File: src/hdl/kv_get_response_parser_defines.svh
// Assertion macros shared by the parser RTL.
`ifndef KV_GET_RESPONSE_PARSER_DEFINES_SVH
`define KV_GET_RESPONSE_PARSER_DEFINES_SVH

// Condition must hold at every clock edge outside reset.
`define KV_ASSERT_ALWAYS(label, cond, msg) \
    label: assert property (@(posedge i_clk) disable iff (!i_rst_n) (cond)) \
        else $error(msg);

// Consequent must hold in the cycle after the antecedent.
`define KV_ASSERT_NEXT(label, ante, cons, msg) \
    label: assert property (@(posedge i_clk) disable iff (!i_rst_n) (ante) |=> (cons)) \
        else $error(msg);

`endif

File: src/hdl/kvgrp_pkg.sv
// Types and constants of the key-value get response parser.
`default_nettype none
package kvgrp_pkg;

    localparam int unsigned MAX_VERSION_WIDTH = 8;
    localparam int unsigned OUT_DEPTH         = 3;

    typedef enum logic [3:0] {
        PH_STATUS  = 4'd0,
        PH_ERRLEN  = 4'd1,
        PH_ERRBYTE = 4'd2,
        PH_COUNT   = 4'd3,
        PH_VALSIZE = 4'd4,
        PH_ENTRIES = 4'd5,
        PH_VWIDTH  = 4'd6,
        PH_NODE    = 4'd7,
        PH_VERSION = 4'd8,
        PH_TSTAMP  = 4'd9,
        PH_VALBYTE = 4'd10
    } t_phase;

    typedef enum logic [3:0] {
        KIND_STATUS    = 4'd0,
        KIND_ERRLEN    = 4'd1,
        KIND_ERRBYTE   = 4'd2,
        KIND_COUNT     = 4'd3,
        KIND_VALSIZE   = 4'd4,
        KIND_ENTRIES   = 4'd5,
        KIND_VWIDTH    = 4'd6,
        KIND_NODE      = 4'd7,
        KIND_VERSION   = 4'd8,
        KIND_TIMESTAMP = 4'd9,
        KIND_VALBYTE   = 4'd10,
        KIND_BADWIDTH  = 4'd11
    } t_kind;

    typedef struct packed {
        t_kind       kind;
        logic [63:0] value;
        logic        eor;
    } t_item;

endpackage
`default_nettype wire

File: src/hdl/kv_get_response_parser.sv
// An item completed by an accepted byte is registered into the output queue,
// behind any items already waiting. Throughput: one byte per cycle; a byte that
// yields two items queues both, and input stalls while two or more items wait
// in the three-entry output queue.
// Reset (synchronous, active low): parser expects a status field, queue empties.
`default_nettype none
`include "kv_get_response_parser_defines.svh"
module kv_get_response_parser (
    input  wire logic                 i_clk,
    input  wire logic                 i_rst_n,
    input  wire logic                 i_in_valid,
    output logic                      o_in_ready,
    input  wire logic [7:0]           i_in_byte,
    output logic                      o_out_valid,
    input  wire logic                 i_out_ready,
    output kvgrp_pkg::t_kind          o_item_kind,
    output logic [63:0]               o_item_value,
    output logic                      o_end_of_response
);
    import kvgrp_pkg::*;

    t_phase      r_phase, n_phase;
    logic [63:0] r_field_shift, n_field_shift;
    logic [3:0]  r_field_bytes_left, n_field_bytes_left;
    logic [31:0] r_results_left, n_results_left;
    logic [15:0] r_entries_left, n_entries_left;
    logic [3:0]  r_version_width, n_version_width;
    logic [31:0] r_value_size_held, n_value_size_held;
    logic [31:0] r_clock_bytes, n_clock_bytes;
    logic [31:0] r_payload_left, n_payload_left;

    t_item       r_q [OUT_DEPTH];
    t_item       n_q [OUT_DEPTH];
    logic [1:0]  r_count, n_count;

    t_item       it0, it1;
    logic [1:0]  n_push;
    logic        in_acc, pop;

    assign o_in_ready        = !r_count[1];
    assign in_acc            = i_in_valid && o_in_ready;
    assign o_out_valid       = (r_count != 2'd0);
    assign pop               = o_out_valid && i_out_ready;
    assign o_item_kind       = r_q[0].kind;
    assign o_item_value      = r_q[0].value;
    assign o_end_of_response = r_q[0].eor;

    // Parser: next state and up to two items per accepted beat.
    always_comb begin
        logic [63:0] v;
        logic [31:0] pl_dec;
        logic [31:0] rl_dec;
        logic [15:0] el_dec;
        logic [31:0] cb_ts;
        logic [31:0] pl_ts;

        v      = {r_field_shift[55:0], i_in_byte};
        pl_dec = r_payload_left - 32'd1;
        rl_dec = r_results_left - 32'd1;
        el_dec = r_entries_left - 16'd1;
        cb_ts  = r_clock_bytes + 32'd8;
        pl_ts  = (r_value_size_held > cb_ts) ? (r_value_size_held - cb_ts) : 32'd0;

        n_phase            = r_phase;
        n_field_shift      = r_field_shift;
        n_field_bytes_left = r_field_bytes_left;
        n_results_left     = r_results_left;
        n_entries_left     = r_entries_left;
        n_version_width    = r_version_width;
        n_value_size_held  = r_value_size_held;
        n_clock_bytes      = r_clock_bytes;
        n_payload_left     = r_payload_left;
        it0                = '{kind: KIND_STATUS, value: 64'd0, eor: 1'b0};
        it1                = '{kind: KIND_STATUS, value: 64'd0, eor: 1'b0};
        n_push             = 2'd0;

        if (in_acc) begin
            unique case (r_phase)
                PH_ERRBYTE: begin
                    n_payload_left = pl_dec;
                    n_push = 2'd1;
                    it0 = '{kind: KIND_ERRBYTE, value: {56'd0, i_in_byte},
                            eor: (pl_dec == 32'd0)};
                    if (pl_dec == 32'd0) begin
                        n_phase            = PH_STATUS;
                        n_field_bytes_left = 4'd2;
                        n_field_shift      = 64'd0;
                    end
                end
                PH_VALBYTE: begin
                    n_payload_left = pl_dec;
                    n_push = 2'd1;
                    it0 = '{kind: KIND_VALBYTE, value: {56'd0, i_in_byte}, eor: 1'b0};
                    if (pl_dec == 32'd0) begin
                        n_results_left = rl_dec;
                        n_field_shift  = 64'd0;
                        if (rl_dec == 32'd0) begin
                            it0.eor            = 1'b1;
                            n_phase            = PH_STATUS;
                            n_field_bytes_left = 4'd2;
                        end else begin
                            n_phase            = PH_VALSIZE;
                            n_field_bytes_left = 4'd4;
                        end
                    end
                end
                PH_STATUS, PH_ERRLEN, PH_COUNT, PH_VALSIZE, PH_ENTRIES,
                PH_VWIDTH, PH_NODE, PH_VERSION, PH_TSTAMP: begin
                    n_field_shift = v;
                    if (r_field_bytes_left > 4'd1) begin
                        n_field_bytes_left = r_field_bytes_left - 4'd1;
                    end else begin
                        n_field_bytes_left = 4'd0;
                        n_push = 2'd1;
                        unique case (r_phase)
                            PH_STATUS: begin
                                it0 = '{kind: KIND_STATUS, value: {48'd0, v[15:0]},
                                        eor: 1'b0};
                                n_field_shift = 64'd0;
                                if (v[15:0] != 16'd0) begin
                                    n_phase            = PH_ERRLEN;
                                    n_field_bytes_left = 4'd2;
                                end else begin
                                    n_phase            = PH_COUNT;
                                    n_field_bytes_left = 4'd4;
                                end
                            end
                            PH_ERRLEN: begin
                                it0 = '{kind: KIND_ERRLEN, value: {48'd0, v[15:0]},
                                        eor: (v[15:0] == 16'd0)};
                                if (v[15:0] == 16'd0) begin
                                    n_phase            = PH_STATUS;
                                    n_field_bytes_left = 4'd2;
                                    n_field_shift      = 64'd0;
                                end else begin
                                    n_payload_left = {16'd0, v[15:0]};
                                    n_phase        = PH_ERRBYTE;
                                end
                            end
                            PH_COUNT: begin
                                n_results_left = v[31:0];
                                n_field_shift  = 64'd0;
                                it0 = '{kind: KIND_COUNT, value: {32'd0, v[31:0]},
                                        eor: (v[31:0] == 32'd0)};
                                if (v[31:0] == 32'd0) begin
                                    n_phase            = PH_STATUS;
                                    n_field_bytes_left = 4'd2;
                                end else begin
                                    n_phase            = PH_VALSIZE;
                                    n_field_bytes_left = 4'd4;
                                end
                            end
                            PH_VALSIZE: begin
                                n_value_size_held  = v[31:0];
                                n_clock_bytes      = 32'd0;
                                n_phase            = PH_ENTRIES;
                                n_field_bytes_left = 4'd2;
                                n_field_shift      = 64'd0;
                                it0 = '{kind: KIND_VALSIZE, value: {32'd0, v[31:0]},
                                        eor: 1'b0};
                            end
                            PH_ENTRIES: begin
                                n_entries_left     = v[15:0];
                                n_clock_bytes      = 32'd2;
                                n_phase            = PH_VWIDTH;
                                n_field_bytes_left = 4'd1;
                                n_field_shift      = 64'd0;
                                it0 = '{kind: KIND_ENTRIES, value: {48'd0, v[15:0]},
                                        eor: 1'b0};
                            end
                            PH_VWIDTH: begin
                                n_clock_bytes = r_clock_bytes + 32'd1;
                                n_field_shift = 64'd0;
                                it0 = '{kind: KIND_VWIDTH, value: {56'd0, v[7:0]},
                                        eor: 1'b0};
                                if (v[7:0] > 8'(MAX_VERSION_WIDTH)) begin
                                    n_push = 2'd2;
                                    it1 = '{kind: KIND_BADWIDTH, value: {56'd0, v[7:0]},
                                            eor: 1'b1};
                                    n_phase            = PH_STATUS;
                                    n_field_bytes_left = 4'd2;
                                end else begin
                                    n_version_width = v[3:0];
                                    if (r_entries_left != 16'd0) begin
                                        n_phase            = PH_NODE;
                                        n_field_bytes_left = 4'd2;
                                    end else begin
                                        n_phase            = PH_TSTAMP;
                                        n_field_bytes_left = 4'd8;
                                    end
                                end
                            end
                            PH_NODE: begin
                                n_clock_bytes = r_clock_bytes + 32'd2;
                                n_field_shift = 64'd0;
                                it0 = '{kind: KIND_NODE, value: {48'd0, v[15:0]},
                                        eor: 1'b0};
                                if (r_version_width == 4'd0) begin
                                    // zero-width version: emit it now, close the entry
                                    n_push = 2'd2;
                                    it1 = '{kind: KIND_VERSION, value: 64'd0, eor: 1'b0};
                                    n_entries_left = el_dec;
                                    if (el_dec != 16'd0) begin
                                        n_phase            = PH_NODE;
                                        n_field_bytes_left = 4'd2;
                                    end else begin
                                        n_phase            = PH_TSTAMP;
                                        n_field_bytes_left = 4'd8;
                                    end
                                end else begin
                                    n_phase            = PH_VERSION;
                                    n_field_bytes_left = r_version_width;
                                end
                            end
                            PH_VERSION: begin
                                n_clock_bytes  = r_clock_bytes + {28'd0, r_version_width};
                                n_field_shift  = 64'd0;
                                n_entries_left = el_dec;
                                it0 = '{kind: KIND_VERSION, value: v, eor: 1'b0};
                                if (el_dec != 16'd0) begin
                                    n_phase            = PH_NODE;
                                    n_field_bytes_left = 4'd2;
                                end else begin
                                    n_phase            = PH_TSTAMP;
                                    n_field_bytes_left = 4'd8;
                                end
                            end
                            default: begin
                                n_clock_bytes  = cb_ts;
                                n_payload_left = pl_ts;
                                it0 = '{kind: KIND_TIMESTAMP, value: v, eor: 1'b0};
                                if (pl_ts != 32'd0) begin
                                    n_phase = PH_VALBYTE;
                                end else begin
                                    // no value bytes: the timestamp closes the result
                                    n_results_left = rl_dec;
                                    n_field_shift  = 64'd0;
                                    if (rl_dec == 32'd0) begin
                                        it0.eor            = 1'b1;
                                        n_phase            = PH_STATUS;
                                        n_field_bytes_left = 4'd2;
                                    end else begin
                                        n_phase            = PH_VALSIZE;
                                        n_field_bytes_left = 4'd4;
                                    end
                                end
                            end
                        endcase
                    end
                end
                default: begin
                    // unknown phase code: drop the beat and restart
                    n_phase            = PH_STATUS;
                    n_field_bytes_left = 4'd2;
                    n_field_shift      = 64'd0;
                    n_results_left     = 32'd0;
                    n_entries_left     = 16'd0;
                    n_version_width    = 4'd0;
                    n_value_size_held  = 32'd0;
                    n_clock_bytes      = 32'd0;
                    n_payload_left     = 32'd0;
                end
            endcase
        end
    end

    // Output queue: advance on a taken beat, append new items behind the rest.
    always_comb begin
        logic [1:0] base;
        logic [2:0] src;
        logic [2:0] idx;

        base    = r_count - {1'b0, pop};
        n_count = base + n_push;
        for (int j = 0; j < OUT_DEPTH; j++) begin
            src = 3'(j) + {2'b00, pop};
            idx = 3'(j) - {1'b0, base};
            if (src < {1'b0, r_count}) begin
                n_q[j] = r_q[src[1:0]];
            end else if (idx == 3'd0 && n_push != 2'd0) begin
                n_q[j] = it0;
            end else if (idx == 3'd1 && n_push == 2'd2) begin
                n_q[j] = it1;
            end else begin
                n_q[j] = r_q[j];
            end
        end
    end

    always_ff @(posedge i_clk) begin
        if (!i_rst_n) begin
            r_phase            <= PH_STATUS;
            r_field_shift      <= 64'd0;
            r_field_bytes_left <= 4'd2;
            r_results_left     <= 32'd0;
            r_entries_left     <= 16'd0;
            r_version_width    <= 4'd0;
            r_value_size_held  <= 32'd0;
            r_clock_bytes      <= 32'd0;
            r_payload_left     <= 32'd0;
            r_count            <= 2'd0;
        end else begin
            r_phase            <= n_phase;
            r_field_shift      <= n_field_shift;
            r_field_bytes_left <= n_field_bytes_left;
            r_results_left     <= n_results_left;
            r_entries_left     <= n_entries_left;
            r_version_width    <= n_version_width;
            r_value_size_held  <= n_value_size_held;
            r_clock_bytes      <= n_clock_bytes;
            r_payload_left     <= n_payload_left;
            r_count            <= n_count;
        end
    end

    always_ff @(posedge i_clk) begin
        r_q <= n_q;
    end

    `KV_ASSERT_ALWAYS(a_payload_nonzero, (!(r_phase == PH_ERRBYTE || r_phase == PH_VALBYTE) || (r_payload_left != 32'd0)), "payload phase with zero bytes left")

    `KV_ASSERT_NEXT(a_valbyte_one_item, (in_acc && r_phase == PH_VALBYTE), (r_count == 2'($past(r_count) + 2'd1 - {1'b0, $past(pop)})), "value byte did not queue exactly one item")

    `KV_ASSERT_NEXT(a_first_status_byte_silent, (in_acc && r_phase == PH_STATUS && r_field_bytes_left == 4'd2), (r_count == 2'($past(r_count) - {1'b0, $past(pop)})), "first status byte queued an item")

endmodule
`default_nettype wire
File: config.mk
export PLATFORM = sky130hd
export DESIGN_NAME = kv_get_response_parser
export DESIGN_NICKNAME = d
export VERILOG_FILES = /design/src/hdl/kvgrp_pkg.sv /design/src/hdl/kv_get_response_parser.sv
export VERILOG_INCLUDE_DIRS = /design/src /design/src/hdl
export SDC_FILE = /design/constraint.sdc
export NUM_CORES = 1
export LEC_CHECK = 0
export ABC_AREA = 1
export BUFFER_PORTS_ARGS = -buffer_cell sky130_fd_sc_hd__buf_2
export CAP_MARGIN = 10
export CORE_ASPECT_RATIO = 0.6
export CORE_MARGIN = 2
export CORE_UTILIZATION = 51
export CTS_CLUSTER_SIZE = 24
export DETAILED_ROUTE_END_ITERATION = 10
export PLACE_DENSITY = 0.75
export SYNTH_ARGS = -nofsm -noshare
export SYNTH_HDL_FRONTEND = slang
export SYNTH_SLANG_ARGS = --single-unit
export TNS_END_PERCENT = 5
File: constraint.sdc
create_clock -name i_clk -period 12.7 [get_ports i_clk]
set_clock_uncertainty 0.2 [all_clocks]
set_input_delay 1.905 -clock i_clk [delete_from_list [all_inputs] [get_ports i_clk]]
set_output_delay 1.905 -clock i_clk [all_outputs]
set_load 0.01 [all_outputs]
Word-level counts from Yosys, hierarchy flattened
Index checks and enable logic that the tools add are counted.
{"block": "op_classes", "n_addsub": 16, "n_mux": 95, "reduce_logical": 41, "bitwise_logic": 5, "n_eq_ne": 28, "n_lt_le_gt_ge": 9}
{"operator": "$mux W69", "n": 22}
{"operator": "$pmux W69 S8", "n": 1}
{"operator": "$bmux W69 S2", "n": 3}
{"operator": "$pmux W32 S2", "n": 5}
{"operator": "$mux W32", "n": 9}
{"operator": "$mux W56", "n": 4}
{"operator": "$pmux W56 S2", "n": 2}
{"operator": "$pmux W69 S3", "n": 1}
{"operator": "$pmux W32 S6", "n": 1}
{"operator": "$pmux W69 S2", "n": 1}
{"operator": "$logic_not A32 Y1", "n": 3}
{"operator": "$pmux W32 S3", "n": 1}
{"operator": "$mux W4", "n": 19}
{"operator": "$pmux W4 S8", "n": 2}
{"operator": "$sub A32 B1 Y32 const B", "n": 2}
{"operator": "$pmux W16 S3", "n": 1}
{"operator": "$reduce_bool A16 Y1", "n": 3}
{"operator": "$add A32 B1 Y32 const B", "n": 1}
{"operator": "$add A32 B2 Y32 const B", "n": 1}
{"operator": "$add A32 B4 Y32", "n": 1}
{"operator": "$add A32 B4 Y32 const B", "n": 1}
{"operator": "$gt A32 B32 Y1", "n": 1}
{"operator": "$mux W16", "n": 2}
{"operator": "$pmux W16 S2", "n": 1}
{"operator": "51 further kinds", "n": 106}
{"block": "word_totals", "in_bits": 12, "output_inout_bits": 71, "word_cells": 213, "regBits": 421}

Logic depth before layout (Yosys ltp)
Gate-level depths: netlist of run 1.
{"block": "depth", "word_depth": 11, "mapped_depth": 32, "ltp_nobuf": 32}

Worst setup path after synthesis of run 1
No wires, ideal clock.
{"block": "synth_timing", "path_kind": "input -> register", "start": "input i_out_ready", "end": "register r_q, in the netlist o_end_of_response, enable pin", "t_arrival_ns": 7.785, "path_stages": 8, "setup_time_ns": 0.591, "n_path_buf": 1, "t_required_ns": 11.909, "setup_slack_ns": 4.124, "path_cell_list": "nand2_1 > inv_1 > ha_1 > ha_1 > a21oi_1 > clkbuf_1 > inv_1 > o21ai_0"}
{"block": "synth_between", "elab_chain_len": 6, "word_cells_on_any_way": 9, "cone_classes": "2 x add/sub; 1 x order compare; 1 x eq/ne; 5 x reduce/logical"}
{"item": "start: declaration", "line_no": "kv_get_response_parser.sv:15", "rtl": "input wire logic i_out_ready,"}
{"item": "$logic_and A1 B1 Y1 *", "line_no": "kv_get_response_parser.sv:43", "rtl": "assign pop = o_out_valid && i_out_ready;"}
{"item": "$sub A2 B1 Y2", "line_no": "kv_get_response_parser.sv:273", "rtl": "base = r_count - {1'b0, pop};"}
{"item": "$sub A1 B2 Y3", "line_no": "kv_get_response_parser.sv:277", "rtl": "idx = 3'(j) - {1'b0, base};"}
{"item": "$eq A3 B1 Y1 or $logic_not A3 Y1 (tied branches)", "line_no": "kv_get_response_parser.sv:282, kv_get_response_parser.sv:280"}
{"item": "$logic_and A1 B1 Y1 (on tied branches)", "line_no": "kv_get_response_parser.sv:282, kv_get_response_parser.sv:280"}
{"item": "$reduce_bool A3 Y1 (no source line) *"}
{"item": "end signal: assignment", "line_no": "kv_get_response_parser.sv:317", "rtl": "r_q <= n_q;"}
{"item": "end: declaration", "line_no": "kv_get_response_parser.sv:32", "rtl": "t_item r_q [OUT_DEPTH];"}
Mark *: on every way between the ends. The rest lies on a longest branch, timed or not.
A chain may end at the register's enable or synchronous reset.

Worst setup path after layout of run 1
{"block": "layout_timing", "start": "register r_clock_bytes[3]", "end": "register r_field_shift[48]"}
{"block": "layout_between", "elab_chain_len": 8, "word_cells_on_any_way": 9, "cone_classes": "2 x add/sub; 1 x order compare; 5 x mux; 1 x reduce/logical"}
{"item": "start: declaration", "line_no": "kv_get_response_parser.sv:29", "rtl": "logic [31:0] r_clock_bytes, n_clock_bytes;"}
{"item": "start signal: assignment", "line_no": "kv_get_response_parser.sv:310", "rtl": "r_clock_bytes <= n_clock_bytes;"}
{"item": "$add A32 B4 Y32 *", "line_no": "kv_get_response_parser.sv:61", "rtl": "cb_ts = r_clock_bytes + 32'd8;"}
{"item": "$sub A32 B32 Y32 or $gt A32 B32 Y1 (tied branches)", "line_no": "kv_get_response_parser.sv:62", "rtl": "pl_ts = (r_value_size_held > cb_ts) ? (r_value_size_held - cb_ts) : 32'd0;"}
{"item": "$mux W32 *", "line_no": "kv_get_response_parser.sv:62"}
{"item": "$reduce_bool A32 Y1 *", "line_no": "kv_get_response_parser.sv:232", "rtl": "if (pl_ts != 32'd0) begin"}
{"item": "$mux W56 *", "line_no": "kv_get_response_parser.sv:232"}
{"item": "$pmux W56 S2 *", "line_no": "kv_get_response_parser.sv:115", "rtl": "unique case (r_phase)"}
{"item": "$mux W56 *", "line_no": "kv_get_response_parser.sv:110", "rtl": "if (r_field_bytes_left > 4'd1) begin"}
{"item": "$pmux W56 S2 *", "line_no": "kv_get_response_parser.sv:78", "rtl": "unique case (r_phase)"}
{"item": "end signal: assignment", "line_no": "kv_get_response_parser.sv:304", "rtl": "r_field_shift <= n_field_shift;"}
{"item": "end: declaration", "line_no": "kv_get_response_parser.sv:23", "rtl": "logic [63:0] r_field_shift, n_field_shift;"}
Marked as above.

==> results.md, run 1 <==
* Yosys top cell by area: edfxtp_1
* Period utilisation layout at 49.7%
* Critical Path RT at 12.92 ns
* Global-route congestion overflow total at 0
* RSZ-0062 raised after global routing: no
* Area added between synthesis and finish at 6.77%
* Sink Count at 421
* Post-Synth Adder-Cell Area at about 2.6%
* Leak pwr at between 10 and 15 nW
* CP max stage cell: dfxtp_1
* Minimum clock period at roughly 6.3 ns
* Worst-skew pair later-pin latency at 0.57 ns
* Sw power at around 2.0 mW
* Power Density at between 150 and 200 nW/um2
* Synth Area in XOR/XNOR at under 10%
* Count of cell types in the netlist at 60
* First-pass GRT wire length at 132,000 um
* Residual DRC count at 0
* Synthesized cell area at roughly 26,000 um2
* Final hold vios at 0
* Syn_area_per_cell at about 7.1 um2
* Root Driver: clkbuf_16
* TritonCTS buffer count at 41
* Layout cells sized above 1 at under 10%
* Synth Area in Compound Gates at around 15%
* Reg power frac at 35.7%
* Top cell type's share of synthesized area at a little under a quarter
* CTS clk-pin slew, worst paths at approximately 0.070 ns
* Antenna diode count at 0
* Clock share of power at 27.9%
* Count leader, synth: nand2_1
* Via Count at between 20,000 and 30,000
* Top Family by Delay on Critical Path: simple AND/OR/NAND/NOR gates
* Final WL at between 80,000 and 90,000 um
* Core area at 51,100 um2
* Clk buf depth at 3
* Via/cell ratio at 5.78
* Final ANT Viol Nets at 0
* Simple-gate share of the synthesized area at between 20% and 30%
* DR iter-0 viols at around 3,600
* Min-delay worst type: flop to flop
* Antenna violations before repair at 0
* Int Pwr at between 2 and 3 mW
* Register bit total from synthesis at between 400 and 500
* Crit Path Max Fanout at 32
* CTS tree: done
* Status: finished clean
* H-tree level count at 2
* Setup_tns at 0 ns
* Starting Density at between 50 and 60%
* Number of synthesized flops with an enable pin at just over 200
* Max_slew headroom at between 20% and 30%
* Maximum number of pins on one net before global-route repair at between 80 and 90
* WS Path Type: flop to flop
* Hold-critical path depth at 2
* Pre-CTS setup slack at about 6.7 ns
* Synth Flop Type: dfxtp_1
* Area of the die at between 50,000 and 60,000 um2
* Die Wd at 298 um
* # port buffers at 82
* Final Cell Area at between 20,000 and 30,000 um2
* CP bufs+invs at 3
* Slew at the pin closest to its max-slew limit at 1.12 ns
* Final core utilization at roughly 55%
* Placed Area at 26,800 um2
* Synth Net Count at ~3,800
* Synth top area cells: edfxtp_1 24%, dfxtp_1 16%, nand2_1 13%
* GRT Util Overall at a little under a third
* Hpwl dp at 61,500 um
* Post-synthesis sequential area ratio at 39.7%
* Ports at between 80 and 90
* Largest family of logic cells by synthesized area: simple AND/OR/NAND/NOR gates
* Sw Ratio at 40.2%
* Worst vdd ir at 0.000277 V
* Combinational fraction of design power at 36.3%
* Post-Syn Instances at about 3,700
* Vias in the first global route at between 20,000 and 25,000
* Post-cts resize count at 0
* CP Capture Type: flop
* Final setup vio count at 0
* # rows at between 60 and 70
* Setup WS post-layout at around 6.4 ns
* Critical Path Max Stage Delay at 0.44 ns
* Mux contribution to synthesized area at 0%
* Worst EP arrival at between 6 and 7 ns
* MaxCap Viol Count at 0
* Critical path launch point type: flop
* Hold-fix buffers, CTS at 0
* Ys async rst share at 0%
* Worst R2R Path Depth at 28
* Drt pass-1 iters at 6
* Post-CTS repair timing setup buffer count at 0
* Die height at 180 um
* Commonest cells post-synth: 924 x nand2_1, 447 x nor2_1, 388 x inv_1
* Layout fillers at just under 5,000
* Final net count at between 3,000 and 4,000
* Ys Warns at 0
* GP Congestion at 1.03
* Fmax at 158 MHz
* Critical Path Stages at 28
* DR WL/cell at approximately 19 um
* Final Max Slew Viols at 0
==> layout make-up <==
type                            count  area (um2)  area share (%)
Clock buffer                       50        1100            3.90
Clock inverter                     26         385            1.36
Inverter                          406        1530            5.40
Multi-Input combinational cell   2691       13200            46.8
Sequential cell                   421       10500            37.2
Tap cell                          693         867            3.07
Timing Repair Buffer              112         636            2.25
==> registers in the layout, indices dropped and copies added (netlist names) <==
signal	cells
r_field_bytes_left	4
r_payload_left	32
o_item_kind	4
r_phase	4
o_item_value	64
r_entries_left	16
r_q	138
r_results_left	32
r_version_width	4
o_end_of_response	1
r_value_size_held	32
r_clock_bytes	32
r_count	2
r_field_shift	56
==> final timing paths <==
kind / from / endpoint / slack [ns]
setup / recovery: r_clock_bytes[3] / r_field_shift[48] / 6.38
setup reg to reg: r_clock_bytes[3] / r_field_shift[48] / 6.38
hold / removal: r_field_shift[8] / r_field_shift[8] / 0.27
hold reg to reg: r_field_shift[8] / r_field_shift[8] / 0.27
==> tightest hold or removal path: cells and delay by family (launching register included) <==
family / cells / cell delay, ns
DFF: 1 / 0.31
AOI/OAI and AO/OA: 1 / 0.06
and+or+nand+nor: 1 / 0.06
==> through the flow <==
| step | hold WS, ns | cells | power (mW) |
|---|---|---|---|
| after floorplan | 0.234 | 3748 | 3.05 |
| after global placement | 0.254 | 4323 | 3.47 |
| after detailed placement | 0.258 | 4323 | 3.48 |
| after CTS | 0.268 | 4399 | 4.85 |
| after global routing | 0.287 | 4399 | 5.14 |
| final | 0.267 | 4399 | 4.90 |
==> power groups by stage <==
| stage | logic, mW | clock network (mW) | registers [mW] |
|---|---|---|---|
| 5_1_grt | 1.95 | 1.43 | 1.76 |
| 3_3_place_gp | 1.70 | 0 | 1.77 |
| 2_1_floorplan | 1.29 | 0 | 1.76 |
| 3_5_place_dp | 1.71 | 0 | 1.77 |
| 4_1_cts | 1.72 | 1.38 | 1.74 |
| 6_report | 1.78 | 1.37 | 1.75 |
==> per-layer routing <==
layer	part of all wire, %	wire (um)	vias to the layer above	global-route usage, %
met5	0	0	-	0
met1	46	39000	11600	50.5
met4	1.4	1170	0	4.60
met2	37	31600	1576	39.5
li1	-	-	12200	-
met3	15	13100	109	8.49
==> placed cells by master, fill, tap and decap left out, types with 13 or more instances in the layout <==
cell,synthesis,routed
a21oi_1,277,275
buf_2,22,82
buf_4,72,30
clkbuf_16,0,42
dfxtp_1,214,214
edfxtp_1,207,207
ha_1,51,51
inv_1,388,386
inv_2,12,14
nand2_1,924,924
nand3_1,237,237
nand3b_1,17,17
nand4_1,48,48
nor2_1,447,444
nor2_2,15,18
nor3_1,49,49
o211ai_1,30,30
o21ai_0,317,316
o21ai_1,33,33
o22ai_1,27,27
o311ai_0,13,13
xnor2_1,17,17
xor2_1,78,78
==> cells by family after synthesis <==
kind of cell               count (synthesis)
buffers and inverters                    636
DFF                                      421
adders and majority gates                 53
AOI/OAI and AO/OA                        748
and+or+nand+nor                         1795
xor gates and xnor gates                  95
Power figures use the tool's default switching activity.
==> run 2, diff against run 1 <==
--- a/config.mk
+++ b/config.mk
@@ -6,7 +6,7 @@
 export SDC_FILE = /design/constraint.sdc
 export NUM_CORES = 1
 export LEC_CHECK = 0
-export ABC_AREA = 1
+export ABC_AREA = 0
 export BUFFER_PORTS_ARGS = -buffer_cell sky130_fd_sc_hd__buf_2
 export CAP_MARGIN = 10
 export CORE_ASPECT_RATIO = 0.6
@@ -14,7 +14,7 @@
 export CORE_UTILIZATION = 51
 export CTS_CLUSTER_SIZE = 24
 export DETAILED_ROUTE_END_ITERATION = 10
-export PLACE_DENSITY = 0.75
+export PLACE_DENSITY = 0.76
 export SYNTH_ARGS = -nofsm -noshare
 export SYNTH_HDL_FRONTEND = slang
 export SYNTH_SLANG_ARGS = --single-unit
==> constraint.sdc (replaced) <==
create_clock -name i_clk -period 6.35 [get_ports i_clk]
set_clock_uncertainty 0.2 [all_clocks]
set_input_delay 0.9525 -clock i_clk [delete_from_list [all_inputs] [get_ports i_clk]]
set_output_delay 0.9525 -clock i_clk [all_outputs]
set_load 0.01 [all_outputs]
==> run 2 against run 1 <==
  * Non-clock buffer count grew 63
  * Sequential power is 91% higher
  * Highest routed layer is now met5
  * Count of clock-buffer cells in the layout increased by 1
  * Critical endpoint is now r_results_left[24]
  * Critical path depth is 7 lower
  * Utilization up 0.65 points
  * Die area fell by 6.4%
  * Worst setup slack worse by 6.2 ns
  * Total power increased by 67%
  * Cell area is 5.2% lower
  * Largest cell class unchanged
  * Area after synthesis fell by 6.5%
==> results.md, run 2 <==
* WS Path Type: flop to flop
* Count leader, synth: nand2_1
* Final core utilization at 55.9%
* DR iter-0 viols at 3,514
* Residual DRC count at 0
* Leak pwr at 9.68 nW
* Vias in the first global route at between 20,000 and 25,000
* Root Driver: clkbuf_16
* Area of the die at between 50,000 and 60,000 um2
* Global-route congestion overflow total at 0
* Most used cell, CP: buf_4
* Final Max Slew Viols at 0
* MaxCap Viol Count at 0
* Post-synthesis sequential area ratio at a little over two fifths
* Drt pass-1 iters at 7
* Final ANT Viol Nets at 0
* Top cell type's share of synthesized area at around a quarter
* Fmax at between 150 and 200 MHz
* Hpwl dp at 60,500 um
* Worst vdd ir at approximately 0.00022 V
* RR Endpoint: r_results_left[24]
* Via/cell ratio at roughly 6.6
* Via Count at about 23,000
* Post-Syn Instances at 2,930
* Commonest cells post-synth: 406 x nand2_1, 295 x nor2_1, 258 x o21ai_0
* Count of cell types in the netlist at between 90 and 100
* Final hold vios at 0
* Register name with the most flops: r_q
* Worst EP arrival at roughly 6.4 ns
* Ports at 83
* Commonest non-fill, non-tap cell in the layout: nand2_1
* Crit Path Max Fanout at 40
* Slew at the pin closest to its max-slew limit at 1.14 ns
* Ys Warns at 0
* TritonCTS buffer count at 40
* Worst R2R Path Depth at 21
* First-pass GRT wire length at around 130,000 um
* Period utilisation layout at a little over nine tenths
* Power Density at 305 nW/um2
* Critical path launch point type: flop
* Minimum clock period at ~6.2 ns
* Area added between synthesis and finish at 8.23%
* Die Wd at 288 um
* Synth Net Count at ~3,000
* Die height at between 150 and 200 um
* Worst-skew pair later-pin latency at roughly 0.57 ns
* Max_slew headroom at about a quarter
* Status: finished clean
* Register bit total from synthesis at 421
* Number of synthesized flops with an enable pin at between 200 and 250
* Synth Flop Type: dfxtp_1
* Critical Path RT at 6.56 ns
* GRT Util Overall at around a third
* # rows at 62
* CP bufs+invs at 4
* Synth top area cells: edfxtp_1 25%, dfxtp_1 17%, nand2_1 6.2%
* # port buffers at 82
* CP max stage cell: or4_1
* DR WL/cell at 23.9 um
* CTS tree: done
* CP Capture Type: flop
* Sink Count at about 420
* Antenna violations before repair at 2
* Cells along the critical path: ha_1 -> and3_1 -> nand3_1 -> buf_4 -> nor2_2 -> nand3_1 -> xor2_2 -> ha_1 -> a21oi_2 -> o21ai_1 -> or3_1 -> xor2_1 -> or4_1 -> or4b_4 -> nor4_4 -> buf_4 -> o41ai_4 -> buf_4 -> buf_12 -> a221oi_1 -> o31ai_1
* H-tree level count at 2
* Layout fillers at 4,201
* Most frequent cells in the layout: 406 x nand2_1, 291 x nor2_1, 254 x o21ai_0
* R2r setup slk at between 0.15 and 0.2 ns
* Critical Path Max Stage Delay at approximately 0.55 ns
* Critical path origin: r_clock_bytes[3]
* Final WL at about 84,000 um
* Setup_tns at 0 ns
* CTS clk-pin slew, worst paths at around 0.070 ns
* Yosys top cell by area: edfxtp_1
* Worst r2r src: r_clock_bytes[3]
* Critical Path Stages at 21
* Max reg flops at approximately 140
* Starting Density at between 50% and 60%
* Total Power at slightly above 8 mW
* Final net count at 2,922
* Top Family by Delay on Critical Path: simple AND/OR/NAND/NOR gates
* Final setup vio count at 0
* Ys async rst share at 0%
* Min-delay worst type: flop to flop
* Critical path endpoint: r_results_left[24]
* Clk buf depth at 3
* Core area at around 48,000 um2
* Layout cells sized above 1 at between 10% and 20%
* Maximum number of pins on one net before global-route repair at approximately 80
* RSZ-0062 raised after global routing: no
* Synthesized cell area at ~25,000 um2
* Syn_area_per_cell at 8.44 um2
* GP Congestion at 1.06
## run 2: repair_timing
action	CTS	global route
gates resized for setup	1	17
setup endpoints to repair	49	88
hold buffers	0	0
pin swaps	0	3
gates cloned	0	0
hold endpoints to repair	0	0
setup buffers	0	3
## run 2: worst min-delay path by stage
stage	startpoint	endpoint	slack, ns	depth (start not counted)
floorplan	r_value_size_held[7]	r_value_size_held[7]	0.24	2
global placement	r_value_size_held[0]	r_value_size_held[0]	0.25	2
detailed placement	r_value_size_held[0]	r_value_size_held[0]	0.25	2
CTS	r_value_size_held[0]	r_value_size_held[0]	0.26	2
global route	r_value_size_held[6]	r_value_size_held[6]	0.28	2
finish	r_value_size_held[9]	r_value_size_held[9]	0.26	2
## run 2: layer usage
layer | wire length, um | part of all wire [%] | track usage [%]
met1 | 37700 | 45 | 52.0
met2 | 32600 | 39 | 42.7
met3 | 11700 | 14 | 9.27
met4 | 2110 | 2.5 | 7.86
met5 | 32 | 0.038 | 0
## run 2: area by class of cell
cell class              count  area (um2)  share of cell area [%]
repair buffers            175        1120                    4.19
diodes                      1        2.50                 0.00935
flip-flops and latches    421       10500                    39.2
clock buffers              51        1110                    4.16
clock inverters            23         209                   0.781
inverters                  31         119                   0.444
multi-input cells        2188       12900                    48.2
well taps                 640         801                    2.99
## run 2: power by group
part | internal, mW | switching, mW | leakage, nW
combinational | 0.649 | 1.71 | 5.26
sequential | 3.16 | 0.183 | 3.79
clock | 1.34 | 1.11 | 0.637
## run 2: worst min-delay path, cell delays in order, from the launching register on
cell,delay (ns)
dfxtp_1,0.31
nand2_1,0.05
a21oi_1,0.05
## run 2: cell families (layout without fill, tap and decap cells)
family | Yosys count | count (layout) | synth area share, %
AO/OA/AOI/OAI | 842 | 842 | 22.0
XOR/XNOR | 113 | 113 | 4.00
adder cells (fa/ha/maj) | 53 | 53 | 2.74
buffers and inverters | 321 | 280 | 6.03
flip-flops | 421 | 421 | 42.5
multiplexers | 18 | 18 | 0.749
other | 0 | 1 | 0
AND/OR/NAND/NOR | 1162 | 1162 | 22.0
## run 2: through the flow
step / hold WS [ns] / instances / area, um2 / setup slack [ns]
after global placement: 0.245 / 3452 / 25400 / -0.162
after detailed placement: 0.254 / 3452 / 25400 / -0.0484
final: 0.263 / 3530 / 26800 / 0.182
after floorplan: 0.236 / 2930 / 24700 / -1.10
after global routing: 0.281 / 3529 / 26800 / 0.0609
after CTS: 0.263 / 3526 / 26700 / 0.0351
